<file path="src/design/csq_pkg.sv">
// Shared types, codes and the burst word expansion of the CPU step sequencer.
package csq_pkg;

  localparam int MAX_CLOCK_CHOICES = 8;
  localparam int QUEUE_AW = 2;
  localparam int QUEUE_DEPTH = 1 << QUEUE_AW;

  // Strobe bit masks; bit 0 is freeze word, bit 5 is store output.
  localparam logic [5:0] STB_FW  = 6'b000001;
  localparam logic [5:0] STB_FO  = 6'b000010;
  localparam logic [5:0] STB_HO  = 6'b000100;
  localparam logic [5:0] STB_IPC = 6'b001000;
  localparam logic [5:0] STB_SPC = 6'b010000;
  localparam logic [5:0] STB_SO  = 6'b100000;

  typedef enum logic [2:0] {
    KIND_TICK      = 3'd0,
    KIND_RESET     = 3'd1,
    KIND_DEBUG     = 3'd2,
    KIND_RUN_INSTR = 3'd3,
    KIND_RUN_STEP  = 3'd4,
    KIND_SEL_CLOCK = 3'd5,
    KIND_DISABLE   = 3'd6,
    KIND_BURST     = 3'd7
  } kind_t;

  typedef enum logic [2:0] {
    MODE_IDLE  = 3'd0,
    MODE_STEP  = 3'd1,
    MODE_INSTR = 3'd2,
    MODE_RUN   = 3'd3,
    MODE_TURBO = 3'd4
  } mode_t;

  typedef enum logic [2:0] {
    PH_IDLE    = 3'd0,
    PH_FETCH   = 3'd1,
    PH_EXEC    = 3'd2,
    PH_PCINC   = 3'd3,
    PH_PCSTORE = 3'd4,
    PH_PAUSE   = 3'd5,
    PH_STORE   = 3'd6,
    PH_RESET   = 3'd7
  } phase_t;

  typedef enum logic [1:0] {
    REG_ENABLED = 2'd0,
    REG_COUNT   = 2'd1,
    REG_SKIP    = 2'd2
  } reg_idx_t;

  // One queue entry: a plain snapshot, or the start state of a turbo burst.
  typedef struct packed {
    logic       burst;
    logic [5:0] strobes;
    logic       tick;
    mode_t      mode;
    phase_t     phase;
    logic       brk;
    logic       skip_brk;
  } csq_desc_t;

  typedef struct packed {
    logic [5:0] strobes;
    logic       tick;
    mode_t      mode;
    phase_t     phase;
    logic       last;
  } csq_word_t;

  typedef struct packed {
    logic full;
    logic avail;
  } csq_qstat_t;

  // Word number step of a turbo burst that starts from the state in d.
  function automatic csq_word_t csq_burst_word(csq_desc_t d, logic [2:0] step);
    csq_word_t  w;
    logic [5:0] s;
    s = d.strobes;
    w.tick = d.tick;
    w.mode = d.mode;
    w.last = 1'b0;
    case (step)
      3'd0: begin
        w.strobes = (s & (STB_FO | STB_HO | STB_IPC | STB_SPC)) | STB_FW;
        w.phase = PH_FETCH;
      end
      3'd1: begin
        w.strobes = (s & (STB_HO | STB_IPC | STB_SPC)) | STB_FO;
        w.phase = PH_EXEC;
      end
      3'd2: begin
        w.strobes = (s & STB_SPC) | STB_HO | STB_IPC;
        w.phase = PH_PCINC;
      end
      3'd3: begin
        w.strobes = STB_IPC | STB_SPC;
        w.phase = PH_PCSTORE;
      end
      3'd4: begin
        w.strobes = '0;
        w.phase = PH_PAUSE;
      end
      3'd5: begin
        w.strobes = d.skip_brk ? 6'b000000 : STB_SO;
        w.phase = PH_STORE;
      end
      default: begin
        w.strobes = '0;
        w.phase = PH_IDLE;
        w.last = 1'b1;
      end
    endcase
    // A break drops out of turbo from the fourth word on.
    if (d.brk && (step >= 3'd3)) begin
      w.mode = MODE_IDLE;
      w.tick = 1'b1;
    end
    return w;
  endfunction

endpackage

</file>
<file path="src/design/csq_front.sv">
// Front end: configuration registers, sequencer state and classification of input words.
module csq_front
  import csq_pkg::*;
(
  input  logic        clk,
  input  logic        rst_n,
  input  logic        psel,
  input  logic        penable,
  input  logic        pwrite,
  input  logic [3:0]  paddr,
  input  logic [31:0] pwdata,
  output logic [31:0] prdata,
  input  logic        push,
  input  logic [2:0]  in_kind,
  input  logic        in_break_n,
  input  logic [2:0]  in_clock_index,
  input  csq_qstat_t  qstat,
  output logic        enq,
  output csq_desc_t   enq_desc
);

  typedef struct packed {
    phase_t     phase;
    logic [5:0] strobes;
    mode_t      mode;
  } adv_t;

  logic       enabled_r, enabled_nxt;
  logic [3:0] count_r, count_nxt;
  logic       skip_r, skip_nxt;

  mode_t      mode_r, mode_nxt;
  phase_t     phase_r, phase_nxt;
  logic       rst_pend_r, rst_pend_nxt;
  logic [2:0] sel_r, sel_nxt;
  logic [5:0] stb_r, stb_nxt;
  logic       tick_r, tick_nxt;

  logic       cfg_wr;
  reg_idx_t   reg_idx;
  logic       brk;
  logic [3:0] eff_count;
  logic [3:0] new_eff;
  logic [2:0] sel_req;
  adv_t       adv;

  function automatic logic [3:0] clamp_count(logic [3:0] c);
    return (c > 4'(MAX_CLOCK_CHOICES)) ? 4'(MAX_CLOCK_CHOICES) : c;
  endfunction

  function automatic adv_t advance(phase_t ph, logic [5:0] s, mode_t m, logic b,
                                   logic skip);
    adv_t a;
    a.mode = m;
    case (ph)
      PH_IDLE: begin
        a.phase = PH_FETCH;
        a.strobes = (s & ~STB_SO) | STB_FW;
      end
      PH_FETCH: begin
        a.phase = PH_EXEC;
        a.strobes = (s & ~STB_FW) | STB_FO;
      end
      PH_EXEC: begin
        a.phase = PH_PCINC;
        a.strobes = (s & ~STB_FO) | STB_HO | STB_IPC;
      end
      PH_PCINC: begin
        a.phase = PH_PCSTORE;
        a.strobes = (s & ~STB_HO) | STB_SPC;
        if (b) begin
          a.mode = MODE_INSTR;
        end
      end
      PH_PCSTORE: begin
        a.phase = PH_PAUSE;
        a.strobes = s & ~(STB_IPC | STB_SPC);
      end
      PH_PAUSE: begin
        a.phase = PH_STORE;
        a.strobes = (skip && b) ? s : (s | STB_SO);
      end
      default: begin
        a.phase = PH_IDLE;
        a.strobes = '0;
      end
    endcase
    return a;
  endfunction

  assign enq     = push && !qstat.full;
  assign cfg_wr  = psel && penable && pwrite;
  assign reg_idx = reg_idx_t'(paddr[3:2]);
  assign brk     = !in_break_n;
  assign eff_count = clamp_count(count_r);
  assign new_eff   = clamp_count(pwdata[3:0]);
  assign sel_req   = ({1'b0, in_clock_index} >= eff_count) ? 3'd0 : in_clock_index;
  assign adv       = advance(phase_r, stb_r, mode_r, brk, skip_r);

  always_comb begin
    case (reg_idx)
      REG_ENABLED: prdata = {31'd0, enabled_r};
      REG_COUNT:   prdata = {28'd0, count_r};
      REG_SKIP:    prdata = {31'd0, skip_r};
      default:     prdata = '0;
    endcase
  end

  always_comb begin
    enabled_nxt  = enabled_r;
    count_nxt    = count_r;
    skip_nxt     = skip_r;
    mode_nxt     = mode_r;
    phase_nxt    = phase_r;
    rst_pend_nxt = rst_pend_r;
    sel_nxt      = sel_r;
    stb_nxt      = stb_r;
    tick_nxt     = tick_r;

    enq_desc.burst    = 1'b0;
    enq_desc.brk      = brk;
    enq_desc.skip_brk = skip_r && brk;

    if (enq) begin
      case (kind_t'(in_kind))
        KIND_TICK: begin
          if (tick_r) begin
            if (rst_pend_r) begin
              rst_pend_nxt = 1'b0;
              stb_nxt      = STB_SPC;
              phase_nxt    = PH_RESET;
              mode_nxt     = MODE_INSTR;
            end else begin
              case (mode_r)
                MODE_STEP: begin
                  phase_nxt = adv.phase;
                  stb_nxt   = adv.strobes;
                  mode_nxt  = MODE_IDLE;
                end
                MODE_INSTR: begin
                  phase_nxt = adv.phase;
                  stb_nxt   = adv.strobes;
                  mode_nxt  = (adv.phase == PH_IDLE) ? MODE_IDLE : adv.mode;
                end
                MODE_RUN: begin
                  if (phase_r == PH_IDLE && sel_r == 3'd0) begin
                    tick_nxt = 1'b0;
                    mode_nxt = MODE_TURBO;
                  end else begin
                    phase_nxt = adv.phase;
                    stb_nxt   = adv.strobes;
                    mode_nxt  = adv.mode;
                  end
                end
                MODE_TURBO: mode_nxt = MODE_IDLE;
                default: ;
              endcase
            end
          end
        end
        KIND_RESET: rst_pend_nxt = 1'b1;
        KIND_DEBUG: begin
          if (mode_r == MODE_RUN) begin
            mode_nxt = MODE_INSTR;
          end else if (mode_r == MODE_TURBO) begin
            mode_nxt = MODE_IDLE;
            tick_nxt = 1'b1;
          end else begin
            mode_nxt = MODE_RUN;
          end
        end
        KIND_RUN_INSTR: begin
          if (enabled_r) begin
            mode_nxt = MODE_INSTR;
            tick_nxt = 1'b1;
          end
        end
        KIND_RUN_STEP: begin
          if (enabled_r) begin
            mode_nxt = MODE_STEP;
            tick_nxt = 1'b1;
          end
        end
        KIND_SEL_CLOCK: begin
          sel_nxt = sel_req;
          if (sel_req != 3'd0 && mode_r == MODE_TURBO) begin
            mode_nxt = MODE_RUN;
            tick_nxt = 1'b1;
          end
        end
        KIND_DISABLE: begin
          rst_pend_nxt = 1'b1;
          stb_nxt      = '0;
          mode_nxt     = MODE_INSTR;
          phase_nxt    = PH_IDLE;
          tick_nxt     = 1'b1;
        end
        default: begin
          // A turbo burst always ends with every strobe low.
          if (mode_r == MODE_TURBO) begin
            enq_desc.burst = 1'b1;
            stb_nxt = '0;
            if (brk) begin
              mode_nxt = MODE_IDLE;
              tick_nxt = 1'b1;
            end
          end
        end
      endcase
    end

    if (cfg_wr) begin
      case (reg_idx)
        REG_ENABLED: enabled_nxt = pwdata[0];
        REG_COUNT: begin
          count_nxt = pwdata[3:0];
          if ({1'b0, sel_r} >= new_eff) begin
            sel_nxt = 3'd0;
          end
        end
        REG_SKIP: skip_nxt = pwdata[0];
        default: ;
      endcase
    end

    // Bursts carry the state they start from, plain words the state after the step.
    if (enq_desc.burst) begin
      enq_desc.strobes = stb_r;
      enq_desc.tick    = tick_r;
      enq_desc.mode    = mode_r;
      enq_desc.phase   = phase_r;
    end else begin
      enq_desc.strobes = stb_nxt;
      enq_desc.tick    = tick_nxt;
      enq_desc.mode    = mode_nxt;
      enq_desc.phase   = phase_nxt;
    end
  end

  always_ff @(posedge clk) begin
    if (!rst_n) begin
      enabled_r  <= 1'b0;
      count_r    <= 4'd5;
      skip_r     <= 1'b0;
      mode_r     <= MODE_IDLE;
      phase_r    <= PH_IDLE;
      rst_pend_r <= 1'b1;
      sel_r      <= 3'd0;
      stb_r      <= '0;
      tick_r     <= 1'b1;
    end else begin
      enabled_r  <= enabled_nxt;
      count_r    <= count_nxt;
      skip_r     <= skip_nxt;
      mode_r     <= mode_nxt;
      phase_r    <= phase_nxt;
      rst_pend_r <= rst_pend_nxt;
      sel_r      <= sel_nxt;
      stb_r      <= stb_nxt;
      tick_r     <= tick_nxt;
    end
  end

endmodule

</file>
<file path="src/design/csq_queue.sv">
// Short queue of classified words between the front end and the back end.
module csq_queue
  import csq_pkg::*;
(
  input  logic       clk,
  input  logic       rst_n,
  input  logic       enq,
  input  csq_desc_t  enq_desc,
  input  logic       deq,
  output csq_desc_t  head,
  output csq_qstat_t qstat
);

  csq_desc_t           mem_r [QUEUE_DEPTH];
  csq_desc_t           head_r;
  logic [QUEUE_AW-1:0] wr_ptr_r, wr_ptr_nxt;
  logic [QUEUE_AW-1:0] rd_ptr_r, rd_ptr_nxt;
  logic [QUEUE_AW:0]   cnt_r, cnt_nxt;

  assign head        = head_r;
  assign qstat.full  = (cnt_r == (QUEUE_AW+1)'(QUEUE_DEPTH));
  assign qstat.avail = (cnt_r != '0);

  always_comb begin
    wr_ptr_nxt = enq ? wr_ptr_r + 1'b1 : wr_ptr_r;
    rd_ptr_nxt = deq ? rd_ptr_r + 1'b1 : rd_ptr_r;
    cnt_nxt    = cnt_r + (QUEUE_AW+1)'(enq) - (QUEUE_AW+1)'(deq);
  end

  // The head register is loaded from the next read slot; a word written into
  // that slot in the same cycle is passed straight through.
  always_ff @(posedge clk) begin
    if (enq) begin
      mem_r[wr_ptr_r] <= enq_desc;
    end
    head_r <= (enq && (wr_ptr_r == rd_ptr_nxt)) ? enq_desc : mem_r[rd_ptr_nxt];
  end

  always_ff @(posedge clk) begin
    if (!rst_n) begin
      wr_ptr_r <= '0;
      rd_ptr_r <= '0;
      cnt_r    <= '0;
    end else begin
      wr_ptr_r <= wr_ptr_nxt;
      rd_ptr_r <= rd_ptr_nxt;
      cnt_r    <= cnt_nxt;
    end
  end

endmodule

</file>
<file path="src/design/csq_back.sv">
// Back end: expands queue entries into result words and holds the output register.
module csq_back
  import csq_pkg::*;
(
  input  logic       clk,
  input  logic       rst_n,
  input  csq_desc_t  head,
  input  csq_qstat_t qstat,
  output logic       deq,
  input  logic       pop,
  output logic       empty,
  output csq_word_t  out_word
);

  logic       out_valid_r, out_valid_nxt;
  csq_word_t  word_r, word_nxt;
  logic [2:0] step_r, step_nxt;
  logic       load;
  csq_word_t  gen;

  assign load     = !out_valid_r || pop;
  assign empty    = !out_valid_r;
  assign out_word = word_r;

  always_comb begin
    if (head.burst) begin
      gen = csq_burst_word(head, step_r);
    end else begin
      gen.strobes = head.strobes;
      gen.tick    = head.tick;
      gen.mode    = head.mode;
      gen.phase   = head.phase;
      gen.last    = 1'b1;
    end
  end

  always_comb begin
    out_valid_nxt = out_valid_r;
    word_nxt      = word_r;
    step_nxt      = step_r;
    deq           = 1'b0;
    if (load) begin
      out_valid_nxt = qstat.avail;
      if (qstat.avail) begin
        word_nxt = gen;
        // The entry leaves the queue with the last word it produces.
        if (gen.last) begin
          deq      = 1'b1;
          step_nxt = 3'd0;
        end else begin
          step_nxt = step_r + 3'd1;
        end
      end
    end
  end

  always_ff @(posedge clk) begin
    word_r <= word_nxt;
  end

  always_ff @(posedge clk) begin
    if (!rst_n) begin
      out_valid_r <= 1'b0;
      step_r      <= 3'd0;
    end else begin
      out_valid_r <= out_valid_nxt;
      step_r      <= step_nxt;
    end
  end

endmodule

</file>
<file path="src/design/cpu_step_sequencer_top.sv">
// Path: an accepted word goes through the queue head register into the output register, which holds it until popped.
// Throughput: one input word per cycle while the queue is not full; a turbo burst expands into
// seven result words in the back end, while the front end fills a four-entry queue.
// Reset: synchronous, active low; the state and control registers take their reset values
// at once, the data registers keep their contents, and both sides start empty.
module cpu_step_sequencer_top
  import csq_pkg::*;
(
  input  logic        clk,
  input  logic        rst_n,
  input  logic        psel,
  input  logic        penable,
  input  logic        pwrite,
  input  logic [3:0]  paddr,
  input  logic [31:0] pwdata,
  output logic [31:0] prdata,
  output logic        pready,
  input  logic        push,
  output logic        full,
  input  logic [2:0]  in_kind,
  input  logic        in_break_n,
  input  logic [2:0]  in_clock_index,
  output logic        empty,
  input  logic        pop,
  output logic        out_freeze_word,
  output logic        out_freeze_opcode,
  output logic        out_hold_output,
  output logic        out_increment_pc,
  output logic        out_store_pc,
  output logic        out_store_output,
  output logic        out_tick_enabled,
  output logic [2:0]  out_run_mode,
  output logic [2:0]  out_step_phase,
  output logic        out_last
);

  csq_qstat_t qstat;
  csq_desc_t  enq_desc;
  csq_desc_t  head;
  csq_word_t  out_word;
  logic       enq;
  logic       deq;

  assign pready = 1'b1;
  assign full   = qstat.full;

  csq_front u_front (
    .clk,
    .rst_n,
    .psel,
    .penable,
    .pwrite,
    .paddr,
    .pwdata,
    .prdata,
    .push,
    .in_kind,
    .in_break_n,
    .in_clock_index,
    .qstat,
    .enq,
    .enq_desc
  );

  csq_queue u_queue (
    .clk,
    .rst_n,
    .enq,
    .enq_desc,
    .deq,
    .head,
    .qstat
  );

  csq_back u_back (
    .clk,
    .rst_n,
    .head,
    .qstat,
    .deq,
    .pop,
    .empty,
    .out_word
  );

  assign out_freeze_word   = out_word.strobes[0];
  assign out_freeze_opcode = out_word.strobes[1];
  assign out_hold_output   = out_word.strobes[2];
  assign out_increment_pc  = out_word.strobes[3];
  assign out_store_pc      = out_word.strobes[4];
  assign out_store_output  = out_word.strobes[5];
  assign out_tick_enabled  = out_word.tick;
  assign out_run_mode      = out_word.mode;
  assign out_step_phase    = out_word.phase;
  assign out_last          = out_word.last;

`ifndef NO_ASSERTIONS
  // Within a burst each taken word is followed at once by the next phase; the store
  // phase is followed by the idle phase.
  a_burst_phase_order: assert property (@(posedge clk) disable iff (!rst_n)
    (pop && !empty && !out_last) |=>
      (!empty && out_step_phase == (($past(out_step_phase) == PH_STORE) ?
        3'(PH_IDLE) : 3'($past(out_step_phase) + 3'd1))))
    else $error("burst words out of phase order");

  // Only burst words are not last, and they never show the idle or reset phase.
  a_burst_phase_range: assert property (@(posedge clk) disable iff (!rst_n)
    (!empty && !out_last) |->
      (out_step_phase != PH_IDLE && out_step_phase != PH_RESET))
    else $error("non-final word with idle or reset phase");

  // The queue can only fill up while the output register holds a word.
  a_full_needs_output: assert property (@(posedge clk) disable iff (!rst_n)
    qstat.full |-> !empty)
    else $error("queue full while output register is empty");
`endif

endmodule
</file>
<file path="config.mk">
export PLATFORM = sky130hd
export DESIGN_NAME = cpu_step_sequencer_top
export DESIGN_NICKNAME = d
export VERILOG_FILES = /design/src/design/csq_pkg.sv /design/src/design/csq_front.sv /design/src/design/csq_queue.sv /design/src/design/csq_back.sv /design/src/design/cpu_step_sequencer_top.sv
export SDC_FILE = /design/constraint.sdc
export NUM_CORES = 1
export LEC_CHECK = 0
export BUFFER_PORTS_ARGS = -buffer_cell sky130_fd_sc_hd__buf_4
export CAP_MARGIN = 20
export CORE_MARGIN = 2
export CORE_UTILIZATION = 40
export CTS_CLUSTER_SIZE = 12
export DETAILED_ROUTE_END_ITERATION = 8
export HOLD_SLACK_MARGIN = 0.1
export PLACE_DENSITY = 0.66
export SLEW_MARGIN = 20
export SYNTH_ARGS = -nofsm -noshare
export SYNTH_HDL_FRONTEND = slang
export SYNTH_SLANG_ARGS = --single-unit
</file>
<file path="constraint.sdc">
create_clock -name clk -period 3.8 [get_ports clk]
set_input_delay 0.76 -clock clk [delete_from_list [all_inputs] [get_ports clk]]
set_output_delay 0.76 -clock clk [all_outputs]
set_load 0.05 [all_outputs]
</file>
==> load_flow_metrics.sql <==
INSERT INTO impl_metrics (metric_group, metric, value, unit) VALUES
('run_status', 'outcome', 'completed', ''),
('power', 'leakagePower', '2.61', 'nW'),
('timing', 'max_freq', '330', 'MHz'),
('clock_network', 'worst_setup_hold_path_clk_slew', '0.05', 'ns'),
('synth', 'synth-main-ff-cell', 'sky130_fd_sc_hd__edfxtp_1', ''),
('clock_network', 'sinks_on_the_clock_net', '114', ''),
('layout', 'flow.area_growth_from_synthesis', '15.2', '%'),
('grt', 'grt_first_pass_wirelength', '20.5', 'mm'),
('die', 'placeableCoreArea', '0.0145', 'sq mm'),
('die', 'placementRows', '44', ''),
('die', 'die_height', '126', 'um'),
('timing', 'report.final.slew_viol_count', '0', ''),
('worst_hold_path', 'hold_path_depth', '2', ''),
('place', 'gp_congestion', '0.909', ''),
('synth', 'postSynthRegisterBits', '114', ''),
('worst_hold_path', 'hold_path_startpoint', 'u_back.out_valid_r$_SDFFE_PN0P_', ''),
('worst_hold_path', 'hp-class', 'reg -> reg', ''),
('route', 'avgViaCountPerCell', '5.40', ''),
('critical_path', 'regToRegStartpoint', 'u_back.step_r[1]$_SDFFE_PN0P_', ''),
('synth', 'syn_inst', '525', ''),
('timing', 'worst_hold_slack', '0.484', 'ns'),
('grt', 'grt.total_usage', '16.3', '%'),
('critical_path', 'critical-path-top-cell-by-count', 'sky130_fd_sc_hd__ha_1', ''),
('route', 'starting_drt_drc_count', '296', ''),
('grt', 'grt_antenna_before_repair', '0', ''),
('synth', 'async_flop_share', '0', '%'),
('synth', 'syn_area', '0.00597', 'sq mm'),
('timing', 'slew-limit-headroom', '43.0', '%'),
('critical_path', 'timing.critical_path.required', '4.09', 'ns'),
('clock_network', 'cts_root_buf', 'sky130_fd_sc_hd__clkbuf_16', ''),
('layout', 'layoutNonFillerInstCount', '755', ''),
('synth', 'post_synth.cell_area_avg', '11.4', 'sq um'),
('route', 'route.detailed.drc', '0', ''),
('synth', 'synth_sequential_area_ratio', '51.3', '%'),
('critical_path', 'critical_path.top_delay_family', 'adder cells', ''),
('place', 'post-dp-hpwl', '8.57', 'mm'),
('power', 'ir_worst_vdd', '0.000339', 'V'),
('synth', 'yosys_warnings', '0', ''),
('route', 'uppermost_metal_layer_occupied_by_signal_nets', 'met4', ''),
('layout', 'final_net_count', '627', ''),
('critical_path', 'worstRegToRegCells', '12', ''),
('critical_path', 'cp-end-kind', 'register', ''),
('route', 'drt.antenna.violating_nets', '0', ''),
('grt', 'vias_in_the_first_global_route', '4111', ''),
('synth', 'synth_enable_flop_cells', '78', ''),
('critical_path', 'r2r_setup_slack', '0.77', 'ns'),
('timing', 'finalCriticalPeriod', '3.03', 'ns'),
('critical_path', 'crit_path_cell_trace', 'ha_1 -> ha_1 -> o41ai_4 -> and2_2 -> ha_1 -> inv_1 -> ha_1 -> inv_1 -> fa_1 -> xnor2_1 -> xnor2_1 -> and2_1', ''),
('clock_network', 'cts_buffers', '17', ''),
('route', 'detailedRoute.firstPassIterationCount', '6', ''),
('die', 'die-area', '0.0159', 'sq mm'),
('critical_path', 'cpPeakStageDelay', '0.53', 'ns'),
('route', 'detail_route.wl_per_cell', '16.5', 'um'),
('power', 'powerDensity', '701', 'mW/mm^2'),
('place', 'port_buffers', '39', ''),
('critical_path', 'worst_ep_arrival_time', '3.32', 'ns'),
('grt', 'globalRoute.totalOverflow', '0', ''),
('route', 'met2WireLength', '6.15', 'mm'),
('clock_network', 'count_of_buffers_added_by_post_cts_timing_repair_for_setup', '0', ''),
('critical_path', 'critical_path.n_buffers_inverters', '2', ''),
('layout', 'post_route_cells_drive_above_1_share', '18.6', '%'),
('timing', 'fin_skew', '0.0135', 'ns'),
('critical_path', 'crit_path_kind', 'reg -> reg', ''),
('layout', 'antennaDiodeCount', '0', ''),
('timing', 'final_hold_viol_count', '0', ''),
('timing', 'finalWorstSetupSlack', '0.773', 'ns'),
('grt', 'grt_start_max_net_pins', '36', ''),
('clock_network', 'ctsHoldBuffers', '0', ''),
('die', 'initial_core_util', '41.1', '%'),
('timing', 'max_slew.worst_pin.slew', '0.855', 'ns'),
('timing', 'final_min_period_over_clock_period', '79.7', '%');
==> final cells by class <==
| class | instances | area, sq um | share of cell area, % |
|---|---|---|---|
| clock inverters | 12 | 165 | 2.40 |
| multi-input cells | 357 | 2570 | 37.4 |
| flip-flops and latches | 114 | 3060 | 44.5 |
| inverters | 27 | 101 | 1.47 |
| repair buffers | 42 | 315 | 4.59 |
| well taps | 184 | 230 | 3.35 |
| clock buffers | 19 | 433 | 6.30 |
==> state kept, by name, summed over array words and instances, names as in the netlist, 2 cells and up, named ones only <==
register	count
u_queue.mem_r	64
u_back.out_word	14
u_front.stb_r	6
u_front.count_r	4
u_back.step_r	3
u_front.mode_r	3
u_front.phase_r	3
u_front.sel_r	3
u_queue.cnt_r	3
u_queue.rd_ptr_r	2
u_queue.wr_ptr_r	2
==> worst reg2reg max path: stages (launching register included) <==
cell and delay (ns):
sky130_fd_sc_hd__dfxtp_1 0.36, sky130_fd_sc_hd__ha_1 0.21, sky130_fd_sc_hd__ha_1 0.26, sky130_fd_sc_hd__o41ai_4 0.53, sky130_fd_sc_hd__and2_2 0.26, sky130_fd_sc_hd__ha_1 0.23
sky130_fd_sc_hd__inv_1 0.06, sky130_fd_sc_hd__ha_1 0.13, sky130_fd_sc_hd__inv_1 0.05, sky130_fd_sc_hd__fa_1 0.40, sky130_fd_sc_hd__xnor2_1 0.15, sky130_fd_sc_hd__xnor2_1 0.12
sky130_fd_sc_hd__and2_1 0.15
==> synthesized netlist by cell type, types with 4 or more instances <==
library cell | number | share of area, %
sky130_fd_sc_hd__nor2b_1 | 23 | 2.4
sky130_fd_sc_hd__clkbuf_1 | 18 | 1.1
sky130_fd_sc_hd__a21o_1 | 5 | 0.63
sky130_fd_sc_hd__a21boi_0 | 9 | 1.1
sky130_fd_sc_hd__nand2b_1 | 12 | 1.3
sky130_fd_sc_hd__or2_2 | 4 | 0.42
sky130_fd_sc_hd__and3_1 | 9 | 0.94
sky130_fd_sc_hd__inv_1 | 26 | 1.6
sky130_fd_sc_hd__nor2_1 | 27 | 1.7
sky130_fd_sc_hd__dfxtp_1 | 36 | 12
sky130_fd_sc_hd__nand2_1 | 30 | 1.9
sky130_fd_sc_hd__buf_4 | 29 | 3.6
sky130_fd_sc_hd__nor3_1 | 12 | 1.0
sky130_fd_sc_hd__mux2i_1 | 7 | 1.2
sky130_fd_sc_hd__buf_2 | 4 | 0.34
sky130_fd_sc_hd__a31oi_1 | 5 | 0.52
sky130_fd_sc_hd__nand3_1 | 16 | 1.3
sky130_fd_sc_hd__xnor2_1 | 5 | 0.73
sky130_fd_sc_hd__o21ai_0 | 26 | 2.2
sky130_fd_sc_hd__edfxtp_1 | 78 | 39
sky130_fd_sc_hd__ha_1 | 17 | 3.6
sky130_fd_sc_hd__and2_1 | 12 | 1.3
sky130_fd_sc_hd__a21oi_1 | 19 | 1.6
sky130_fd_sc_hd__or3_1 | 4 | 0.42
sky130_fd_sc_hd__mux4_2 | 16 | 6.0
==> power breakdown <==
group / internal [mW] / switching, mW / leakage, nW
logic: 0.553 / 0.969 / 1.26
clock network: 1.08 / 0.530 / 0.295
registers: 1.59 / 0.0908 / 1.06
total: 3.23 / 1.59 / 2.61
==> routing by layer <==
layer  up-vias  global-route usage (%)
met3        23                    4.93
li1       1942                       -
met2       139                    27.8
met4         0                    5.37
met5         -                       0
met1      1973                    19.9
==> metrics by stage <==
| step | total power, mW | utilization (%) | instance area [sq um] |
|---|---|---|---|
| global route | 5.05 | 47.3 | 6880 |
| finish | 4.82 | 47.3 | 6880 |
| global placement | 3.19 | 43.2 | 6280 |
| CTS | 4.86 | 47.3 | 6880 |
| detailed placement | 3.24 | 43.2 | 6280 |
| floorplan | 2.88 | - | 6070 |
==> logic make-up after synthesis <==
logic type | count (synthesis) | synth area share (%)
other | 2 | 0.126
AND/OR/NAND/NOR | 171 | 16.1
buffers and inverters | 81 | 7.38
flip-flops | 114 | 51.3
AO/OA/AOI/OAI | 110 | 13.0
adder cells (fa/ha/maj) | 18 | 3.90
XOR/XNOR | 6 | 1.01
multiplexers | 23 | 7.21
==> how the worst max path moves through the flow <==
stage,start,end,cells past startpoint,slack [ns]
after floorplan,pop,u_queue.cnt_r[2]$_SDFF_PN0_,12,0.83
after global placement,u_back.step_r[0]$_SDFFE_PN0P_,u_queue.cnt_r[2]$_SDFF_PN0_,12,0.84
after detailed placement,u_back.step_r[0]$_SDFFE_PN0P_,u_queue.cnt_r[2]$_SDFF_PN0_,12,0.78
after CTS,u_back.step_r[0]$_SDFFE_PN0P_,u_queue.cnt_r[2]$_SDFF_PN0_,12,0.76
after global routing,u_back.step_r[1]$_SDFFE_PN0P_,u_queue.cnt_r[2]$_SDFF_PN0_,12,0.53
final,u_back.step_r[1]$_SDFFE_PN0P_,u_queue.cnt_r[2]$_SDFF_PN0_,12,0.77
==> cell usage in the layout (no fill, tap or decap), drive strengths merged, types with 13 or more instances in the layout <==
| cell type | instances |
|---|---|
| dfxtp | 36 |
| o21ai | 27 |
| clkbuf | 19 |
| ha | 17 |
| buf | 42 |
| a21oi | 19 |
| inv | 27 |
| edfxtp | 78 |
| conb | 29 |
| nand3 | 16 |
| mux4 | 16 |
| nor2 | 27 |
| nand2 | 31 |
| and2 | 13 |
| nor2b | 23 |
Power figures use the tool's default switching activity.
